===== config.mk =====
export PLATFORM = sky130hd
export DESIGN_NAME = sobet_out_buf
export DESIGN_NICKNAME = d
export VERILOG_FILES = /design/src/rtl/core/sobel_edge_threshold_unit_assert.svh /design/src/rtl/core/sobet_pkg.sv /design/src/rtl/core/sobet_out_buf.sv
export SDC_FILE = /design/constraint.sdc
export NUM_CORES = 1
export LEC_CHECK = 0
export BUFFER_PORTS_ARGS = -buffer_cell sky130_fd_sc_hd__buf_2
export CAP_MARGIN = 20
export CORE_MARGIN = 2
export CORE_UTILIZATION = 40
export DETAILED_ROUTE_END_ITERATION = 8
export PLACE_DENSITY = 0.66
export SLEW_MARGIN = 30
export SYNTH_ARGS = -nofsm -noshare
export SYNTH_HDL_FRONTEND = slang
export SYNTH_SLANG_ARGS = --single-unit
export TNS_END_PERCENT = 100

===== constraint.sdc =====
create_clock -name clk_i -period 2.7 [get_ports clk_i]
set_input_delay 0.54 -clock clk_i [delete_from_list [all_inputs] [get_ports clk_i]]
set_output_delay 0.54 -clock clk_i [all_outputs]
set_load 0.02 [all_outputs]

===== src/rtl/core/sobel_edge_threshold_unit_assert.svh =====
// ----------------------------------------------------------------------------
// Sobel edge threshold unit: assertion macros
// Clocked on clk_i and disabled while rst_ni is low.
// ----------------------------------------------------------------------------
`ifndef SOBEL_EDGE_THRESHOLD_UNIT_ASSERT_SVH
`define SOBEL_EDGE_THRESHOLD_UNIT_ASSERT_SVH

// antecedent implies consequent in the same cycle
`define SOBET_ASSERT_IMP(lbl, ante, cons, msg) \
  lbl: assert property (@(posedge clk_i) disable iff (!rst_ni) (ante) |-> (cons)) \
    else $error(msg);

// antecedent implies consequent in the next cycle
`define SOBET_ASSERT_NXT(lbl, ante, cons, msg) \
  lbl: assert property (@(posedge clk_i) disable iff (!rst_ni) (ante) |=> (cons)) \
    else $error(msg);

`endif


===== src/rtl/core/sobet_pkg.sv =====
// ----------------------------------------------------------------------------
// Sobel edge threshold package
// Shared types, register indexes and reset values.
// ----------------------------------------------------------------------------
package sobet_pkg;

  localparam int DEF_MAX_WIDTH  = 1024;
  localparam int DEF_MAX_HEIGHT = 1024;
  localparam int PIX_W          = 8;
  localparam int DIM_W          = 11;
  localparam int MAG_W          = 21;
  localparam int COORD_W        = 10;
  localparam int CFG_IDX_W      = 2;
  localparam int CFG_DATA_W     = 21;
  localparam int MIN_DIM        = 3;

  localparam logic [DIM_W-1:0] RST_LINE_WIDTH   = DIM_W'(640);
  localparam logic [DIM_W-1:0] RST_FRAME_HEIGHT = DIM_W'(480);
  localparam logic [MAG_W-1:0] RST_EDGE_THRESH  = MAG_W'(40000);

  typedef enum logic [CFG_IDX_W-1:0] {
    CFG_LINE_WIDTH     = 2'd0,
    CFG_FRAME_HEIGHT   = 2'd1,
    CFG_EDGE_THRESHOLD = 2'd2
  } sobet_cfg_e;

  typedef struct packed {
    logic [PIX_W-1:0] pixel;
    logic             frame_start;
  } sobet_in_t;

  typedef struct packed {
    logic               edge_res;
    logic [MAG_W-1:0]   mag_sq;
    logic [COORD_W-1:0] center_row;
    logic [COORD_W-1:0] center_col;
  } sobet_out_t;

  typedef struct packed {
    logic               valid;
    logic               emit;
    logic [COORD_W-1:0] row;
    logic [COORD_W-1:0] col;
  } sobet_tag_t;

  typedef logic [2:0][2:0][PIX_W-1:0] sobet_win_t;

endpackage


===== src/rtl/core/sobet_out_buf.sv =====
// ----------------------------------------------------------------------------
// Sobel output buffer
// Output register with a skid entry; pipeline advance follows skid space.
// ----------------------------------------------------------------------------
module sobet_out_buf import sobet_pkg::*; (
  input  logic       clk_i,
  input  logic       rst_ni,
  input  logic       push_valid_i,
  input  sobet_out_t push_data_i,
  input  logic       out_ready_i,
  output logic       adv_o,
  output logic       out_valid_o,
  output sobet_out_t out_data_o
);

  logic       out_valid_q, out_valid_d;
  logic       skid_valid_q, skid_valid_d;
  sobet_out_t out_data_q, skid_data_q;
  logic       load_out, load_skid, pop_skid;

  always_comb begin
    out_valid_d  = out_valid_q;
    skid_valid_d = skid_valid_q;
    load_out     = 1'b0;
    load_skid    = 1'b0;
    pop_skid     = 1'b0;
    if (skid_valid_q) begin
      if (out_ready_i) begin
        pop_skid     = 1'b1;
        skid_valid_d = 1'b0;
      end
    end else if (!out_valid_q || out_ready_i) begin
      load_out    = 1'b1;
      out_valid_d = push_valid_i;
    end else if (push_valid_i) begin
      load_skid    = 1'b1;
      skid_valid_d = 1'b1;
    end
  end

  always_ff @(posedge clk_i or negedge rst_ni) begin
    if (!rst_ni) begin
      out_valid_q  <= 1'b0;
      skid_valid_q <= 1'b0;
    end else begin
      out_valid_q  <= out_valid_d;
      skid_valid_q <= skid_valid_d;
    end
  end

  always_ff @(posedge clk_i) begin
    if (pop_skid) begin
      out_data_q <= skid_data_q;
    end else if (load_out) begin
      out_data_q <= push_data_i;
    end
    if (load_skid) begin
      skid_data_q <= push_data_i;
    end
  end

  assign adv_o       = !skid_valid_q;
  assign out_valid_o = out_valid_q;
  assign out_data_o  = out_data_q;

endmodule


# After elaboration in Yosys (flattened, before gate mapping)
# Cells that the tools add are included.
[word_totals]
reg_bits = 86
out_inout_bits = 44
[classes]
n_mux = 11
n_bitwise = 1
reduce_logical = 5
[ops]
columns = ["cell", "count"]
rows = [
  ["2-to-1 mux 42 bit", 2],
  ["2-to-1 mux 1 bit", 9],
  ["zero test 1 bit", 2],
  ["AND reduction 2 bit", 1],
  ["nonzero test 2 bit", 1],
  ["logical OR 1 bit", 1],
  ["NOT 1 bit", 1],
]

# Longest topological paths before layout
# Gate-level depths: netlist (run 1).
[depth]
word_depth = 6
depth_mapped = 3
depth_no_buf = 2

# Worst setup path after synthesis (run 1)
# OpenSTA, ideal clock, no wires.
[synth_path]
path_kind = "register to register"
start = "reg out_valid_q, in the netlist out_valid_o"
end = "reg out_data_q (netlist bit out_data_o[0]), enable pin"
setup_ns = 0.450
t_arrival_ns = 2.496
t_required_ns = 2.250
slack_ns = -0.247
path_stages_with_launch = 2
path_cell_list = "dfrtp_1 > o21bai_1"
[synth_between]
elab_chain_cells = 5
[synth_rtl]
columns = ["element", "line", "rtl"]
rows = [
  ["start: declaration", "sobet_out_buf.sv:16", "logic out_valid_q, out_valid_d;"],
  ["start signal: assignment", "sobet_out_buf.sv:46", "out_valid_q <= out_valid_d;"],
  ["zero test 1 bit", "sobet_out_buf.sv:32", "end else if (!out_valid_q || out_ready_i) begin"],
  ["logical OR 1 bit", "sobet_out_buf.sv:32", ""],
  ["2-to-1 mux 1 bit", "sobet_out_buf.sv:32", ""],
  ["2-to-1 mux 1 bit", "sobet_out_buf.sv:27", "if (skid_valid_q) begin"],
  ["nonzero test 2 bit (no source line)", "-", ""],
  ["end signal: assignment", "sobet_out_buf.sv:53", "out_data_q <= skid_data_q;"],
  ["end signal: assignment", "sobet_out_buf.sv:55", "out_data_q <= push_data_i;"],
  ["end: declaration", "sobet_out_buf.sv:18", "sobet_out_t out_data_q, skid_data_q;"],
]
# Every way passes these cells.
# A chain may end at the register's enable or synchronous reset.

# Worst setup path after layout (run 1)
[layout_path]
start = "reg skid_valid_q"
end = "reg out_data_q (netlist bit out_data_o[35]), data pin"
[layout_between]
elab_chain_cells = 2
[layout_rtl]
columns = ["element", "line", "rtl"]
rows = [
  ["start: declaration", "sobet_out_buf.sv:17", "logic skid_valid_q, skid_valid_d;"],
  ["start signal: assignment", "sobet_out_buf.sv:47", "skid_valid_q <= skid_valid_d;"],
  ["2-to-1 mux 1 bit", "sobet_out_buf.sv:27", ""],
  ["2-to-1 mux 42 bit", "sobet_out_buf.sv:52", "if (pop_skid) begin"],
]
# Every way passes these cells.

==> results of run 1 <==
[metal layers]
metal / wire, µm / vias to the layer above
met4: 112 / 0
met5: 0 / -
met3: 406 / 8
met2: 2550 / 52
li1: - / 752
met1: 2190 / 792
[layout by cell type, fill, tap and decap left out, drive strengths merged, types with 2 or more instances in the layout]
master    Yosys  final
edfxtp       84     84
mux2         42     42
dfrtp         2      2
clkbuf        0      9
buf           4     92
bufinv        0      3
clkinvlp      0      3
inv           1      2
[registers in the layout, indices dropped and copies added (netlist names)]
name and count:
out_data_o 42, out_valid_o 1, skid_data_q 42, skid_valid_q 1
[cell type report]
| type | instances | area, µm² |
|---|---|---|
| inverters | 1 | 3.75 |
| well taps | 105 | 131 |
| repair buffers | 93 | 490 |
| clock inverters | 7 | 121 |
| flip-flops and latches | 86 | 2570 |
| clock buffers | 9 | 124 |
| fillers | 689 | 3960 |
| multi-input cells | 49 | 689 |
[worst min-delay path by stage]
stage | startpoint | end | slack [ns] | cells past startpoint
final | push_data_i[18] | skid_data_q[18] | 0.37 | 1
after global routing | push_data_i[0] | skid_data_q[0] | 0.35 | 1
after CTS | push_data_i[6] | skid_data_q[6] | 0.35 | 1
after detailed placement | rst_ni | out_valid_o | 0.33 | 1
after global placement | rst_ni | out_valid_o | 0.33 | 1
after floorplan | rst_ni | out_valid_o | 0.24 | 0
[logic make-up after synthesis]
family,after synthesis,synth area share
multiplexers,42,0.189
buffers and inverters,5,0.0148
AO/OA/AOI/OAI,3,0.00645
AND/OR/NAND/NOR,4,0.0102
flip-flops,86,0.780
[report_power, final]
group          internal (mW)  leakage (nW)  switching, mW
combinational          0.159         0.785          0.209
clock                  0.617         0.112          0.455
sequential              1.59         0.830         0.0308
total                   2.37          1.73          0.695
[metrics by stage]
stage / power [mW] / instance area (µm²) / util / hold WS [ns]
final: 3.06 / 4130 / 0.511 / 0.374
after global routing: 3.19 / 4130 / 0.511 / 0.348
after CTS: 3.10 / 4130 / 0.511 / 0.355
after detailed placement: 2.03 / 3880 / 0.479 / 0.330
after global placement: 2.02 / 3880 / 0.479 / 0.327
after floorplan: 1.89 / 3300 / - / 0.244
[worst register-to-register path, stage by stage (launching register included)]
cell     delay [ns]
dfrtp_1        0.48
nand2_4        0.44
buf_12         0.26
mux2_4         0.32
[timing repair]
item                                   CTS  global route
setup buffers                            0             0
endpoints found under the hold margin    2             0
resized for setup                        0             0
hold buffers                             1             0
==> impl_metrics.toml, run 1 <==
[outcome]
outcome = "finished clean"

[synthesis]
syn_area_per_cell_um2 = 23.6
synth_cell_types = 13
yosysMostFrequentCell = "edfxtp_1"
synth_area_um2 = 3300
ys.flop_type = "edfxtp_1"
synth_top_area_share = 0.765
ys_seq_area_frac = 0.780
syn_inst = 140
synth_nets = 186
synthTopCellsByArea = "edfxtp_1 76%, mux2_4 18%, dfrtp_1 1.5%, buf_6 1.4%, mux2_2 0.68%"
ys_ff_latch = 86
async_flop_share = 0.0233
yosys_warnings = 0
synth_top_cell_by_area = "edfxtp_1"
yosys-top-cells-count = "84 x edfxtp_1, 40 x mux2_4, 4 x buf_6, 2 x dfrtp_1, 2 x mux2_2"
synth-edff-count = 84

[cts]
clockBufferDepth = 2
cts_tree = "built"
insertion_delay_ns = 0.35
cts-root-buf = "clkbuf_8"
numCtsBuffers = 9
clk_pin_slew_ns = 0.09
cts-htree-levels = 3
cts_sinks = 86

[sta]
tightest_slew_ns = 0.560
finalClockSkew_ns = 0.00623
setup_viol = 0
maxSlewHeadroom = 0.627
hold_viol = 0
setup_slack_ns = 0.950
period_share = 0.648
fmax_mhz = 572
setup_tns_ns = 0
min_period_ns = 1.75
maxSlewViolCount = 0
rsz0062_at_grt = "no"

[floorplanning]
io_pins = 90
die_y_um = 94.8
coreArea_um2 = 8090
initial_utilization = 0.408
die-area_um2 = 8990
row_count = 33
fp.dieW_um = 94.8

[critical_path]
slowest_stage = "dfrtp_1"
r2r-end = "out_data_o[35]"
cp_max_fo = 27
endpoint = "out_data_o[35]"
rr_worst_depth = 3
crit_type = "register to register"
cp.arrival_ns = 1.85
r2r-start = "skid_valid_q"
path_cells = "nand2_4, buf_12, mux2_4"
cp_num_buf_inv = 1
worstSetupStartpoint = "skid_valid_q"
crit_path_end_kind = "register"
r2r_slack_ns = 0.95
slowest_delay_ns = 0.48
cp.depth = 3
critical_path.top_delay_family = "flip-flops"
crit_required_ns = 2.80
startpoint_type = "register"

[global_route]
grt_use_met2 = 0.201
grt_pass1_wl_um = 8080
first_global_vias = 1612
grt.busiest_layer = "met2"
overflow = 0
grt_use_met1 = 0.142
grt_use_met3 = 0.0551
grt_util_all_layers = 0.126
antenna_found_initial = 0
grt_max_degree = 43

[power_and_ir_drop]
p_leak_nw = 1.73
ir_worst_vdd_mv = 0.344
p_per_area_nw_per_um2 = 741

[final_layout]
fin_nets = 286
instances_no_fill = 350
syn_to_final_growth_pct = 25.3
n_antenna_cell = 0
drive_gt1_frac = 0.624

[route]
drt_iter0_drc = 64
drc = 0
routed_wl_um = 5270
post_drt_wl_per_cell_um = 15.0
viasPerCell = 4.58
postRouteAntennaNets = 0
vias = 1604
firstDrtPassIters = 4

[job]
maxCapViolations = 0

[placed_design]
place_congestion = 0.742
placedCellCount = 333
post-dp-hpwl_um = 3470
dp_slack_ns = 0.760
portBuffers = 89

[min_path]
hold_class = "input pin to register"
(Power assumes the default switching activity.)
==> run 2, diff against run 1 <==
ABC_AREA = 1   (was unset)
PLACE_DENSITY = 0.64   (was 0.66)
clock period = 1.69 ns   (was 2.7 ns; I/O delays follow)
==> run 2 against run 1 <==
  * Wire length grew 18%
  * Combinational power grew 89%
  * Sequential share of layout area grew 1.4 points
  * Power grew 53%
  * Synthesized cell count grew 70%
  * Count of clock-buffer cells in the layout grew 2
  * Setup slack lost 0.85 ns
  * Non-clock buffer count grew 7
  * Highest routed layer unchanged
  * Clock skew is essentially flat
  * Critical path type is now register to primary output
==> impl_metrics.toml, run 2 <==
[outcome]
outcome = "finished clean"

[placed_design]
postPlaceCellArea_um2 = 3860
dp_slack_ns = 0.333
place_congestion = 0.744
placedCellCount = 425
post-dp-hpwl_um = 4260
portBuffers = 89

[route]
drc = 0
vias = 2072
firstDrtPassIters = 5
drt_iter0_drc = 138
post_drt_wl_per_cell_um = 14.1
viasPerCell = 4.69
routed_wl_um = 6240
postRouteAntennaNets = 0

[sta]
setup_slack_ns = 0.104
maxSlewHeadroom = 0.762
finalClockSkew_ns = 0.00584
rsz0062_at_grt = "no"
setup_viol = 0
hold_viol = 0
min_period_ns = 1.59
period_share = 0.938
setup_tns_ns = 0
fmax_mhz = 631
tightest_slew_ns = 0.357
maxSlewViolCount = 0

[critical_path]
cp.depth = 2
cp_max_fo = 16
path_cells = "inv_1, buf_2"
slowest_stage = "dfrtp_2"
cp.arrival_ns = 1.25
startpoint_type = "register"
rr_worst_depth = 2
crit_type = "register to primary output"
critical_path.top_delay_family = "flip-flops"
crit_required_ns = 1.35
crit_path_end_kind = "primary output"
slowest_delay_ns = 0.59
cp_num_buf_inv = 2

[global_route]
grt_use_met2 = 0.233
grt_use_met1 = 0.198
grt_max_degree = 35
grt_pass1_wl_um = 9840
grt.busiest_layer = "met2"
overflow = 0
first_global_vias = 1932
antenna_found_initial = 0
grt_use_met3 = 0.0465
grt_util_all_layers = 0.150

[floorplanning]
coreArea_um2 = 7810
die-area_um2 = 8880
initial_utilization = 0.417
die_y_um = 94.3
row_count = 32
io_pins = 90
fp.dieW_um = 94.3

[synthesis]
ys_ff_latch = 86
synth_cell_types = 11
ys_seq_area_frac = 0.790
ys.flop_type = "edfxtp_1"
syn_area_per_cell_um2 = 13.7
yosys-top-cells-count = "90 x nand2_1, 84 x edfxtp_1, 43 x nand3_1, 6 x buf_4"
synth_top_cell_by_area = "edfxtp_1"
synth_area_um2 = 3260
synth_top_area_share = 0.774
synthTopCellsByArea = "edfxtp_1 77%, nand2_1 10%, nand3_1 6.6%, dfrtp_1 1.5%, buf_4 1.4%"
synth-edff-count = 84
syn_inst = 238
synth_nets = 284
yosysMostFrequentCell = "nand2_1"
yosys_warnings = 0
async_flop_share = 0.0233

[job]
maxCapViolations = 0

[final_layout]
layout_commonest_cell = "nand2_1"
fin_nets = 381
syn_to_final_growth_pct = 24.3
n_antenna_cell = 0
drive_gt1_frac = 0.347
fill_cells = 682
instances_no_fill = 442
final_cell_mix = "90 x nand2_1, 89 x buf_2, 84 x edfxtp_1"
fin_area_um2 = 4050

[cts]
cts_resized = 0
cts_sinks = 86
numCtsBuffers = 9
cts_tree = "built"
cts-root-buf = "clkbuf_8"
clk_pin_slew_ns = 0.08
holdBufCountCts = 1
postCtsSetupRepairBufs = 0
insertion_delay_ns = 0.34
clockBufferDepth = 2
cts-htree-levels = 3

[power_and_ir_drop]
power_mw = 4.69
p_leak_nw = 1.72
ir_worst_vdd_mv = 0.429
p_per_area_nw_per_um2 = 1160

[min_path]
hold_depth = 1
hold_class = "input pin to register"
run 2: cell types whose count changed in the layout (fill, tap and decap cells not counted), moves of 2 or more:
cell        before  now
buf_4            2    8
bufinv_16        3    1
clkbuf_1         0    2
clkinv_1         0    2
clkinvlp_4       3    1
dfrtp_1          2    0
dfrtp_2          0    2
mux2_2           2    0
mux2_4          40    0
nand2_1          0   90
nand3_1          0   42
run 2: cells by family (layout without fill, tap and decap cells):
group	count (synthesis)	after routing	synth area share
simple gates	135	135	0.173
flops	86	86	0.790
buf+inv	16	118	0.0361
compound gates	1	1	0.00153
run 2: metrics by stage:
step / hold slack [ns] / utilization
after floorplan: 0.0424 / -
after global placement: 0.123 / 0.494
after detailed placement: 0.126 / 0.494
after CTS: 0.167 / 0.519
after global routing: 0.162 / 0.519
final: 0.179 / 0.519
run 2: final cells by class:
class,instances,area (µm²),share of cell area
Clock buffer,11,131,0.0324
Clock inverter,5,50.0,0.0124
Inverter,2,10.0,0.00247
Multi-Input combinational cell,136,599,0.148
Sequential cell,86,2570,0.636
Tap cell,102,128,0.0315
Timing Repair Buffer,100,556,0.137
run 2: final timing paths:
check,start,end,slack (ns)
max in group asynchronous,rst_ni,skid_valid_q,1.25
hold / removal,push_data_i[12],skid_data_q[12],0.18
setup / recovery,skid_valid_q,adv_o,0.10
hold reg to reg,skid_data_q[8],out_data_o[8],0.54
setup reg to reg,skid_valid_q,out_data_o[25],0.34
min in group asynchronous,rst_ni,out_valid_o,0.33
run 2: layer usage:
metal	share of wire	wire [µm]	vias to the layer above
met2	0.48	2990	66
li1	-	-	1029
met1	0.44	2740	962
met4	0.021	129	0
met3	0.062	384	15
met5	0	0	-
run 2: where the power goes:
part / switching, mW / leakage (nW) / internal (mW)
Combinational: 0.469 / 0.805 / 0.227
Clock: 0.668 / 0.0884 / 0.672
Sequential: 0.0721 / 0.831 / 2.58
