**config.mk**
```make
export PLATFORM = sky130hd
export DESIGN_NAME = sobet_gradient
export DESIGN_NICKNAME = d
export VERILOG_FILES = /design/src/rtl/core/sobel_edge_threshold_unit_assert.svh /design/src/rtl/core/sobet_pkg.sv /design/src/rtl/core/sobet_gradient.sv
export SDC_FILE = /design/constraint.sdc
export NUM_CORES = 1
export LEC_CHECK = 0
export ABC_AREA = 0
export BUFFER_PORTS_ARGS = -buffer_cell sky130_fd_sc_hd__buf_2
export CORE_MARGIN = 1.5
export CORE_UTILIZATION = 35
export CTS_BUF_LIST = sky130_fd_sc_hd__clkbuf_8
export DETAILED_ROUTE_END_ITERATION = 6
export SYNTH_ARGS = -nofsm -noshare
export SYNTH_HDL_FRONTEND = slang
export SYNTH_SLANG_ARGS = --single-unit
```
**constraint.sdc**
```tcl
create_clock -name clk_i -period 7.4 [get_ports clk_i]
set_clock_uncertainty 0.15 [all_clocks]
set_input_delay 0.74 -clock clk_i [delete_from_list [all_inputs] [get_ports clk_i]]
set_output_delay 0.74 -clock clk_i [all_outputs]
set_load 0.02 [all_outputs]
```
**src/rtl/core/sobel_edge_threshold_unit_assert.svh**
```systemverilog
// ----------------------------------------------------------------------------
// Sobel edge threshold unit: assertion macros
// Clocked on clk_i and disabled while rst_ni is low.
// ----------------------------------------------------------------------------
`ifndef SOBEL_EDGE_THRESHOLD_UNIT_ASSERT_SVH
`define SOBEL_EDGE_THRESHOLD_UNIT_ASSERT_SVH

// antecedent implies consequent in the same cycle
`define SOBET_ASSERT_IMP(lbl, ante, cons, msg) \
  lbl: assert property (@(posedge clk_i) disable iff (!rst_ni) (ante) |-> (cons)) \
    else $error(msg);

// antecedent implies consequent in the next cycle
`define SOBET_ASSERT_NXT(lbl, ante, cons, msg) \
  lbl: assert property (@(posedge clk_i) disable iff (!rst_ni) (ante) |=> (cons)) \
    else $error(msg);

`endif

```
**src/rtl/core/sobet_pkg.sv**
```systemverilog
// ----------------------------------------------------------------------------
// Sobel edge threshold package
// Shared types, register indexes and reset values.
// ----------------------------------------------------------------------------
package sobet_pkg;

  localparam int DEF_MAX_WIDTH  = 1024;
  localparam int DEF_MAX_HEIGHT = 1024;
  localparam int PIX_W          = 8;
  localparam int DIM_W          = 11;
  localparam int MAG_W          = 21;
  localparam int COORD_W        = 10;
  localparam int CFG_IDX_W      = 2;
  localparam int CFG_DATA_W     = 21;
  localparam int MIN_DIM        = 3;

  localparam logic [DIM_W-1:0] RST_LINE_WIDTH   = DIM_W'(640);
  localparam logic [DIM_W-1:0] RST_FRAME_HEIGHT = DIM_W'(480);
  localparam logic [MAG_W-1:0] RST_EDGE_THRESH  = MAG_W'(40000);

  typedef enum logic [CFG_IDX_W-1:0] {
    CFG_LINE_WIDTH     = 2'd0,
    CFG_FRAME_HEIGHT   = 2'd1,
    CFG_EDGE_THRESHOLD = 2'd2
  } sobet_cfg_e;

  typedef struct packed {
    logic [PIX_W-1:0] pixel;
    logic             frame_start;
  } sobet_in_t;

  typedef struct packed {
    logic               edge_res;
    logic [MAG_W-1:0]   mag_sq;
    logic [COORD_W-1:0] center_row;
    logic [COORD_W-1:0] center_col;
  } sobet_out_t;

  typedef struct packed {
    logic               valid;
    logic               emit;
    logic [COORD_W-1:0] row;
    logic [COORD_W-1:0] col;
  } sobet_tag_t;

  typedef logic [2:0][2:0][PIX_W-1:0] sobet_win_t;

endpackage

```
**src/rtl/core/sobet_gradient.sv**
```systemverilog
// ----------------------------------------------------------------------------
// Sobel gradient pipeline
// Column and row sums, absolute values, squares, sum and threshold compare.
// ----------------------------------------------------------------------------
module sobet_gradient import sobet_pkg::*; (
  input  logic             clk_i,
  input  logic             rst_ni,
  input  logic             adv_i,
  input  sobet_win_t       win_i,
  input  sobet_tag_t       tag_i,
  input  logic [MAG_W-1:0] thresh_i,
  output logic             push_valid_o,
  output sobet_out_t       push_data_o
);

  localparam int SumW = PIX_W + 2;
  localparam int SqW  = 2 * SumW;

  logic [SumW-1:0]   col_r, col_l, row_b, row_t;
  logic signed [SumW:0] gx, gy;
  logic [SumW-1:0]   abs_gx, abs_gy;

  sobet_tag_t        s2_tag_q, s3_tag_q;
  logic [SumW-1:0]   abs_gx_q, abs_gy_q;
  logic [SqW-1:0]    sq_gx_q, sq_gy_q;
  logic [MAG_W-1:0]  mag;

  always_comb begin
    col_r  = SumW'(win_i[0][2]) + {1'b0, win_i[1][2], 1'b0} + SumW'(win_i[2][2]);
    col_l  = SumW'(win_i[0][0]) + {1'b0, win_i[1][0], 1'b0} + SumW'(win_i[2][0]);
    row_b  = SumW'(win_i[2][0]) + {1'b0, win_i[2][1], 1'b0} + SumW'(win_i[2][2]);
    row_t  = SumW'(win_i[0][0]) + {1'b0, win_i[0][1], 1'b0} + SumW'(win_i[0][2]);
    gx     = $signed({1'b0, col_r}) - $signed({1'b0, col_l});
    gy     = $signed({1'b0, row_b}) - $signed({1'b0, row_t});
    abs_gx = gx[SumW] ? SumW'(-gx) : SumW'(gx);
    abs_gy = gy[SumW] ? SumW'(-gy) : SumW'(gy);
  end

  always_ff @(posedge clk_i or negedge rst_ni) begin
    if (!rst_ni) begin
      s2_tag_q <= '0;
      s3_tag_q <= '0;
    end else if (adv_i) begin
      s2_tag_q <= '{valid: tag_i.valid && tag_i.emit, emit: tag_i.emit,
                    row: tag_i.row, col: tag_i.col};
      s3_tag_q <= s2_tag_q;
    end
  end

  always_ff @(posedge clk_i) begin
    if (adv_i) begin
      abs_gx_q <= abs_gx;
      abs_gy_q <= abs_gy;
      sq_gx_q  <= abs_gx_q * abs_gx_q;
      sq_gy_q  <= abs_gy_q * abs_gy_q;
    end
  end

  always_comb begin
    mag                     = MAG_W'(sq_gx_q) + MAG_W'(sq_gy_q);
    push_valid_o            = s3_tag_q.valid;
    push_data_o.edge_res    = (mag > thresh_i);
    push_data_o.mag_sq      = mag;
    push_data_o.center_row  = s3_tag_q.row;
    push_data_o.center_col  = s3_tag_q.col;
  end

endmodule

```
Word level (Yosys, flattened, before mapping):

Index checks and enable logic that the tools add are counted.

* add/sub/neg operators: 13
* multiply operators: 2
* divide/modulo/power cells: 0
* order comparisons: 1
* equal/unequal tests: 0
* shifts and indexed selects: 0
* multiplexer cells: 2
* bitwise operators: 0
* reductions and logical operators: 1

Operators with widths (count)
* adder 10 x 8 -> 10 bit: 4
* adder 8 x 9 -> 10 bit: 4
* multiplier 10 x 10 -> 20 bit: 2
* subtractor 10 x 10 -> 11 bit: 2
* adder 20 x 20 -> 21 bit: 1
* greater-than comparator 21 bit: 1
* 2-to-1 mux 10 bit: 2
* negator 10 bit: 2
* logical AND 1 bit: 1

* register bits after elaboration: 102
* bits in latches: 0
* memory bits (writable): 0
* memory bits (read-only): 0
* input bits: 118
* output and inout bits: 43
* memories: 0

Longest topological paths before layout:

Gate-level depths: netlist of the first run.

* depth in word-level cells: 5
* depth in mapped cells: 20
* mapped depth without buffers: 19

Worst setup path after synthesis of the first run:

No wires, ideal clock.

* path kind: reg-to-reg
* from: register abs_gy_q[3]
* to: register sq_gy_q[19], data pin
* setup time: 0.260 ns
* data arrival time: 5.084 ns
* data required time: 6.990 ns
* setup slack: 1.906 ns
* cell stages (with the launch flop): 17
* path buffers: 0
* clock period less this slack: 5.494 ns
* path through: edfxtp_1 -> and2_1 -> fa_1 -> fa_1 -> inv_1 -> fa_1 -> inv_1 -> fa_1 -> fa_1 -> ha_1 -> and3_1 -> a221o_1 -> and3_4 -> a2111oi_4 -> o21ai_2 -> a221oi_2 -> xnor2_1

* cells in the longest elaborated chain, start to end: 1

RTL lines
* start, declared: line sobet_gradient.sv:24 `logic [SumW-1:0] abs_gx_q, abs_gy_q;`
* start signal, assigned: line sobet_gradient.sv:53 `abs_gy_q <= abs_gy;`
* multiplier 10 x 10 -> 20 bit: line sobet_gradient.sv:55 `sq_gy_q <= abs_gy_q * abs_gy_q;`
* end signal, assigned: line sobet_gradient.sv:55
* end, declared: line sobet_gradient.sv:25 `logic [SqW-1:0] sq_gx_q, sq_gy_q;`

No other way between the ends.
A chain may end at the register's enable or synchronous reset.

Final worst setup path of the first run:

Ends and elaborated chain as after synthesis.

==> results of run 1 <==
==> through the flow <==
| step | area [um^2] | worst slack (ns) | hold WS (ns) |
|---|---|---|---|
| 3_3_place_gp | 13780 | 1.639 | 0.3295 |
| 4_1_cts | 13990 | 1.577 | 0.3520 |
| 5_1_grt | 13990 | 1.304 | 0.3778 |
| 6_report | 14000 | 1.600 | 0.3423 |
| 3_5_place_dp | 13780 | 1.576 | 0.3397 |
| 2_1_floorplan | 12520 | 1.906 | 0.2944 |
==> flip-flops by register name, indices dropped and copies added (netlist names) <==
register / count
abs_gy_q: 10
sq_gx_q: 19
abs_gx_q: 10
sq_gy_q: 19
push_data_o: 20
s2_tag_q: 21
push_valid_o: 1
==> final timing paths <==
| kind | from | endpoint | slack (ns) | depth (start not counted) |
|---|---|---|---|---|
| setup / recovery | abs_gy_q[3] | sq_gy_q[19] | 1.60 | 16 |
| hold / removal | rst_ni | push_data_o[1] | 0.34 | 1 |
| setup reg to reg | abs_gy_q[3] | sq_gy_q[19] | 1.60 | 16 |
| hold reg to reg | push_data_o[16] | push_data_o[16] | 0.36 | 1 |
| max in group asynchronous | rst_ni | s2_tag_q[19] | 6.18 | 1 |
| min in group clk_i | push_data_o[16] | push_data_o[16] | 0.36 | 1 |
==> kinds of logic after synthesis <==
kind of cell               Yosys count  synth area share [%]
DFF                                100                 22.31
and+or+nand+nor                    234                 9.455
AOI/OAI and AO/OA                  154                 8.276
xor gates and xnor gates            81                 5.667
adders and majority gates          316                 40.94
muxes                               47                 4.208
buffers and inverters              305                 9.145
==> layout make-up <==
class | instances | share of cell area, %
sequential | 100 | 19.95
multi-input combinational | 832 | 61.30
clock inverter | 7 | 0.6436
antenna | 3 | 0.05363
clock buffer | 9 | 0.8850
inverter | 281 | 7.536
tap | 461 | 4.121
timing repair buffer | 153 | 5.506
==> per-layer routing <==
layer  vias up  routed length [um]  global-route usage, %
met5         -                  26                      0
met2       208               11620                  24.89
li1       4255                   -                      -
met3        29                1472                  2.722
met4         4                 449                  3.578
met1      3975               11320                  17.55
==> worst max-delay path, cell delays in order (launching register included) <==
cell	delay [ns]
edfxtp_1	0.55
and2_1	0.27
fa_1	0.50
fa_1	0.52
inv_1	0.05
fa_1	0.53
inv_1	0.05
fa_1	0.46
fa_1	0.47
ha_1	0.34
and3_1	0.23
a221o_1	0.35
and3_4	0.21
a2111oi_4	0.42
o21ai_2	0.11
a221oi_2	0.26
xnor2_1	0.08
==> cells in the final DEF (no fill, tap or decap), drive strengths merged, types with 8 or more instances in the layout <==
master	Yosys	routed
a21o	21	21
a21oi	42	42
and2	58	58
and3	12	12
buf	0	153
clkbuf	24	9
dfrtp	42	42
edfxtp	58	58
fa	156	156
ha	160	160
inv	281	286
mux2	45	45
nand2	58	58
nand2b	8	8
nand3	8	8
nor2	51	51
nor2b	11	11
nor3	11	11
o21a	18	18
o21ai	28	28
xnor2	62	62
xor2	19	19
==> flow_summary.ini, run 1 <==
[placed_design]
dp_cells = 1827
place_hpwl_mm = 21.84
place_congestion = 0.9135
port-buffer-count = 152

[cts]
insertion_delay_ns = 0.38
cts_setup_buffers = 0
cts_max_path_buffers = 2
ctsHoldBuffers = 0
htree_levels = 3
cts_tree = yes
cts_buffers = 9
clkTransAtPathRegs_ns = 0.11
clock-sinks = 100
clockRootBuffer = clkbuf_8
cts_resized = 0

[die]
die_area_um2 = 36910
fp.dieH_um = 192.1
rows = 69
die_x_um = 192.1
coreArea_um2 = 35400
ios = 161
initial_utilization_pct = 35.37

[synth]
synth.area.top_cells = fa_1 (25%), ha_1 (16%), edfxtp_1 (14%)
synth_common_cells = inv_1 (281), ha_1 (160), fa_1 (156), xnor2_1 (62)
synth.distinct_cells = 55
avgSynthCellArea_um2 = 10.12
yosys_register_bits = 100
yosysWarningCount = 0
synth_nets = 1671
synth_top_area_share_pct = 24.95
synth_cells = 1237
synthArstFlopShare_pct = 42.00
synth_edf_count = 58
synth_area_um2 = 12520
yosysSeqAreaShare_pct = 22.31
synth_area_leader_cell = fa_1
synth_most_common_cell = inv_1
ys.flop_type = edfxtp_1

[layout]
ff_latch_area_um2 = 2793
final.fill_count = 3505
multiInputGateArea_um2 = 8581
drive_gt1_share_pct = 16.21
final_cells = 1846
areaGrowthSynthToFinish_pct = 11.81
fin_util_pct = 39.54
nNetsFinal = 1811

[worst_setup_path]
worstPathRequired_ns = 7.39
start_kind = register
crit_fanout = 11
end_kind = register
arrival_ns = 5.79
critPathKind = register to register

[worst_hold_path]
min_path_type = primary input to async pin

[global_route]
antenna_found_initial = 5
track_usage_pct = 14.10
grt_max_degree = 57
gr-total-overflow = 0
grt_pass1_vias = 8874
grt_pass1_wl_mm = 41.59

[detailed_routing]
first_pass_iters = 4
routedWlPerCell_um = 13.48
drtIter0Drc = 252
vias_per_cell = 4.589
routed_wl_mm = 24.89
drt_drc_violations_left = 0
vias = 8471
antenna_left = 0

[sta]
rsz0062_at_grt = false
worst_pin_slew_ns = 0.9439
final-setup-viol-count = 0
post-route-period-util_pct = 78.38
drv_slew = 0
finalHoldViolCount = 0
post-route-min-period_ns = 5.800
fmax_mhz = 172.4
tns_ns = 0
relSlewSlack_pct = 37.08

[run_status]
status = finished, final reports clean

[run]
drv_cap = 0
Power of run 1 is left out: the tool's default activity adds up to more than one toggle a clock period on the data nets, which glitch-free logic cannot reach.
==> run 2: changes to the inputs <==
--- a/config.mk
+++ b/config.mk
@@ -5,7 +5,7 @@
 export SDC_FILE = /design/constraint.sdc
 export NUM_CORES = 1
 export LEC_CHECK = 0
-export ABC_AREA = 0
+export ABC_AREA = 1
 export BUFFER_PORTS_ARGS = -buffer_cell sky130_fd_sc_hd__buf_2
 export CORE_MARGIN = 1.5
 export CORE_UTILIZATION = 35
==> constraint.sdc (replaced) <==
create_clock -name clk_i -period 4.9 [get_ports clk_i]
set_clock_uncertainty 0.15 [all_clocks]
set_input_delay 0.49 -clock clk_i [delete_from_list [all_inputs] [get_ports clk_i]]
set_output_delay 0.49 -clock clk_i [all_outputs]
set_load 0.02 [all_outputs]
==> flow_summary.ini, run 2 <==
[run_status]
status = finished, final reports clean

[synth]
yosysSeqAreaShare_pct = 20.61
yosysWarningCount = 0
synth_common_cells = inv_1 (429), nand2_1 (352), ha_1 (160), fa_1 (156), nor2_1 (111)
synth_area_um2 = 13550
synth_cells = 1689
synthArstFlopShare_pct = 42.00
synth_most_common_cell = inv_1
synth.area.top_cells = fa_1 (23%), ha_1 (15%), edfxtp_1 (13%)
avgSynthCellArea_um2 = 8.022
synth_edf_count = 58
synth.distinct_cells = 40
synth_area_leader_cell = fa_1
synth_nets = 2123
yosys_register_bits = 100
ys.flop_type = edfxtp_1
synth_top_area_share_pct = 23.05

[sta]
rsz0062_at_grt = true
relSlewSlack_pct = 37.16
worst_pin_slew_ns = 0.9425
fmax_mhz = 212.0
post-route-period-util_pct = 96.29
drv_slew = 0
final-setup-viol-count = 0
post-route-min-period_ns = 4.718
tns_ns = 0
finalHoldViolCount = 0
finalWorstSetupSlack_ns = 0.1819

[placed_design]
port-buffer-count = 152
place_congestion = 0.9106
dpl-instance-area_um2 = 15000
place_hpwl_mm = 24.73
post-place-ws_ns = 0.04541

[layout]
largest_register_ffs = 21
antenna_cells = 0
drive_gt1_share_pct = 14.74
final_common_cell = inv_1
postLayoutCellArea_um2 = 15440
nNetsFinal = 2288
layout_common_cells = inv_1 (429), nand2_1 (346), fa_1 (154), ha_1 (152), buf_2 (151)
areaGrowthSynthToFinish_pct = 13.97
ff_latch_area_um2 = 2793
multiInputGateArea_um2 = 9140
final.fill_count = 3896
regMostFlops = s2_tag_q

[detailed_routing]
drtIter0Drc = 414
vias = 10540
routed_wl_mm = 27.99
antenna_left = 0
vias_per_cell = 4.446
drt_drc_violations_left = 0
routedWlPerCell_um = 11.81
first_pass_iters = 5

[global_route]
track_usage_pct = 14.47
grt_pass1_vias = 10350
antenna_found_initial = 0
grt_pass1_wl_mm = 46.88
gr-total-overflow = 0
grt_max_degree = 67

[worst_setup_path]
end_kind = register
crit_fanout = 5
cpPeakStageDelay_ns = 0.57
worstPathRequired_ns = 4.89
crit_chain = nand2_2 > inv_1 > fa_1 > fa_1 > fa_1 > fa_1 > fa_1 > ha_4 > nand2_1 > inv_1 > a21oi_1 > nand3_2 > nand2_1 > nand2_1 > xor2_2
critPathKind = register to register
crit_slowest_cell = fa_1
path_common_cell = fa_1
arrival_ns = 4.70
start_kind = register

[cts]
clock-sinks = 100
cts_tree = yes
ctsHoldBuffers = 0
clkTransAtPathRegs_ns = 0.11
cts_max_path_buffers = 2
cts_buffers = 9
clockRootBuffer = clkbuf_8
htree_levels = 3
insertion_delay_ns = 0.38

[die]
initial_utilization_pct = 35.80
rows = 71
ios = 161
die_area_um2 = 39900
fp.dieH_um = 199.8
coreArea_um2 = 37840
die_x_um = 199.8

[worst_hold_path]
min_path_type = primary input to async pin

[run]
drv_cap = 0
## run 2: changes by cell type after synthesis, moves of 15 or more
cell     delta
nand2_1   +294
inv_1     +148
nor2_1     +60
and2_1     -58
nand3_1    +55
mux2_2     -45
xnor2_1    -45
a21oi_1    +42
xor2_1     +23
nand2_2    +22
o21ai_0    +22
o21a_1     -15
## run 2: final timing paths
check                        startpoint         endpoint  slack, ns  cells past startpoint
min                              rst_ni   push_data_o[6]       0.08                      1
max                         abs_gx_q[3]      sq_gx_q[15]       0.18                     15
min reg2reg                s2_tag_q[10]  push_data_o[10]       0.35                      2
max in group asynchronous        rst_ni      s2_tag_q[5]       3.92                      1
min in group clk_i             tag_i[7]      s2_tag_q[7]       0.14                      3
max reg2reg                 abs_gx_q[3]      sq_gx_q[15]       0.18                     15
## run 2: logic make-up (layout without fill, tap and decap cells)
logic type / Yosys count / after routing / share of synthesized area [%]
xor gates and xnor gates: 59 / 59 / 3.814
adders and majority gates: 316 / 316 / 37.82
AOI/OAI and AO/OA: 158 / 158 / 6.399
buffers and inverters: 469 / 639 / 13.13
DFF: 100 / 100 / 20.61
and+or+nand+nor: 587 / 587 / 18.22
## run 2: routing by layer
metal | routed length, um | GRT usage, % | vias up
li1 | - | - | 5454
met1 | 13110 | 18.65 | 4868
met2 | 13640 | 25.98 | 191
met3 | 829 | 1.529 | 25
met4 | 403 | 3.425 | 0
met5 | 0 | 0 | -
## run 2: critical path: cells and delay by family (launching register included)
family | cells | cell delay [ns]
adders and majority gates | 6 | 2.80
and+or+nand+nor | 5 | 0.55
AOI/OAI and AO/OA | 1 | 0.17
buffers and inverters | 2 | 0.12
xor gates and xnor gates | 1 | 0.15
DFF | 1 | 0.51
## run 2: area by class of cell
| class | count | share of cell area [%] |
|---|---|---|
| Multi-Input combinational cell | 1120 | 59.19 |
| Clock inverter | 6 | 0.4213 |
| Tap cell | 511 | 4.140 |
| Inverter | 437 | 10.65 |
| Sequential cell | 100 | 18.08 |
| Timing Repair Buffer | 186 | 6.620 |
| Clock buffer | 10 | 0.8913 |
## run 2: repair_timing
action | CTS | global route
gates resized for setup | 0 | 32
buffers inserted | 0 | 10
endpoints found under the setup margin | 0 | 16
## run 2: per-stage QoR
step	hold slack [ns]	utilization, %	cells
after floorplan	0.04441	-	1689
final	0.08211	40.81	2370
after global routing	0.1362	40.81	2370
after CTS	0.09382	40.17	2360
after detailed placement	0.3545	39.63	2344
after global placement	0.3465	39.63	2344
Power of run 2 is left out for the same reason.
==> run 3: changes to the inputs <==
--- a/config.mk
+++ b/config.mk
@@ -6,7 +6,7 @@
 export NUM_CORES = 1
 export LEC_CHECK = 0
 export ABC_AREA = 1
-export BUFFER_PORTS_ARGS = -buffer_cell sky130_fd_sc_hd__buf_2
+export BUFFER_PORTS_ARGS = -buffer_cell sky130_fd_sc_hd__clkbuf_2
 export CORE_MARGIN = 1.5
 export CORE_UTILIZATION = 35
 export CTS_BUF_LIST = sky130_fd_sc_hd__clkbuf_8
==> flow_summary.ini, run 3 (synthesis results as in run 2) <==
[die]
coreArea_um2 = 37840
die_area_um2 = 39900
rows = 71
fp.dieH_um = 199.8
die_x_um = 199.8
ios = 161
initial_utilization_pct = 35.80

[cts]
cts_tree = yes
clockRootBuffer = clkbuf_8
cts_buffers = 9
cts_max_path_buffers = 2
insertion_delay_ns = 0.38
clock-sinks = 100
clkTransAtPathRegs_ns = 0.11
htree_levels = 3

[detailed_routing]
routed_wl_mm = 27.94
drtIter0Drc = 437
routedWlPerCell_um = 11.74
first_pass_iters = 5
drt_drc_violations_left = 0
vias_per_cell = 4.445
antenna_left = 0
vias = 10580

[run]
drv_cap = 0

[sta]
drv_slew = 0
finalHoldViolCount = 0
post-route-period-util_pct = 95.95
final-setup-viol-count = 0
fmax_mhz = 212.7
relSlewSlack_pct = 30.57
worst_pin_slew_ns = 1.041
post-route-min-period_ns = 4.702

[layout]
nNetsFinal = 2297
areaGrowthSynthToFinish_pct = 14.47
drive_gt1_share_pct = 15.26
largest_register_ffs = 21
antenna_cells = 0
regMostFlops = s2_tag_q
layout_common_cells = inv_1 (429), nand2_1 (344), fa_1 (154), clkbuf_2 (151), ha_1 (150)
postLayoutCellArea_um2 = 15510
final_common_cell = inv_1

[placed_design]
place_congestion = 0.8996
place_hpwl_mm = 24.55
dpl-instance-area_um2 = 15000
port-buffer-count = 152

[global_route]
antenna_found_initial = 0
track_usage_pct = 14.42
grt_pass1_wl_mm = 47.05
grt_pass1_vias = 10680
gr-total-overflow = 0
grt_max_degree = 68

[run_status]
status = finished, final reports clean

[worst_hold_path]
min_path_type = primary input to async pin

[worst_setup_path]
setup.worst_path.end = sq_gy_q[17]
arrival_ns = 4.69
reg2reg_slack_ns = 0.20
reg2regPathDepth = 17
start_kind = register
worstPathRequired_ns = 4.88
critPathKind = register to register
r2r-start = abs_gy_q[3]
crit_fanout = 5
r2r-end = sq_gy_q[17]
end_kind = register
critPathLaunch = abs_gy_q[3]
-- run 3: worst min-delay path by stage --
stage / startpoint / end / slack [ns]
after floorplan: rst_ni / push_data_o[0] / 0.04
after global placement: s2_tag_q[1] / push_data_o[1] / 0.35
after detailed placement: s2_tag_q[18] / push_data_o[18] / 0.36
after CTS: rst_ni / s2_tag_q[7] / 0.12
after global routing: tag_i[16] / s2_tag_q[16] / 0.14
final: rst_ni / s2_tag_q[6] / 0.12
-- run 3: area by class of cell --
class,count,area (um^2)
repair buffers,195,1090
flip-flops and latches,100,2793
clock buffers,10,137.6
fillers,3847,22330
clock inverters,6,65.06
inverters,437,1645
multi-input cells,1120,9140
well taps,511,639.4
-- run 3: stage by stage --
step           worst slack (ns)  utilization (%)   TNS, ns  instances  hold slack [ns]
6_report                 0.1984            40.98         0       2379           0.1173
3_5_place_dp            0.03272            39.63         0       2344           0.3561
3_3_place_gp             0.1079            39.63         0       2344           0.3469
2_1_floorplan            0.1219                -         0       1689          0.04441
4_1_cts                 0.01807            40.17         0       2360           0.1205
5_1_grt                -0.02310            40.98  -0.04088       2379           0.1407
-- run 3: what timing repair did --
action	in CTS	in global routing
hold buffers	0	0
buffers inserted	0	19
gates resized for setup	0	36
endpoints found under the hold margin	0	0
setup endpoints to repair	0	16
-- run 3: worst max-delay path: stages (launching register included) --
cell and delay, ns:
edfxtp_1 0.46, buf_4 0.16, buf_4 0.13, nand2_1 0.10, inv_1 0.07, fa_1 0.46, fa_1 0.49, inv_1 0.05
fa_1 0.47, inv_1 0.05, fa_1 0.43, ha_1 0.28, ha_1 0.34, a21oi_1 0.29, o21ai_0 0.17, a21oi_1 0.15
nand2_1 0.07, xor2_1 0.14
-- run 3: routing by layer --
layer / vias to the layer above / part of all wire, % / global-route usage, %
met5: - / 0 / 0
met4: 0 / 1.5 / 3.564
met3: 28 / 3.0 / 1.546
met2: 198 / 49 / 26.05
met1: 4875 / 46 / 18.35
li1: 5474 / - / -
Power of run 3 is left out for the same reason.
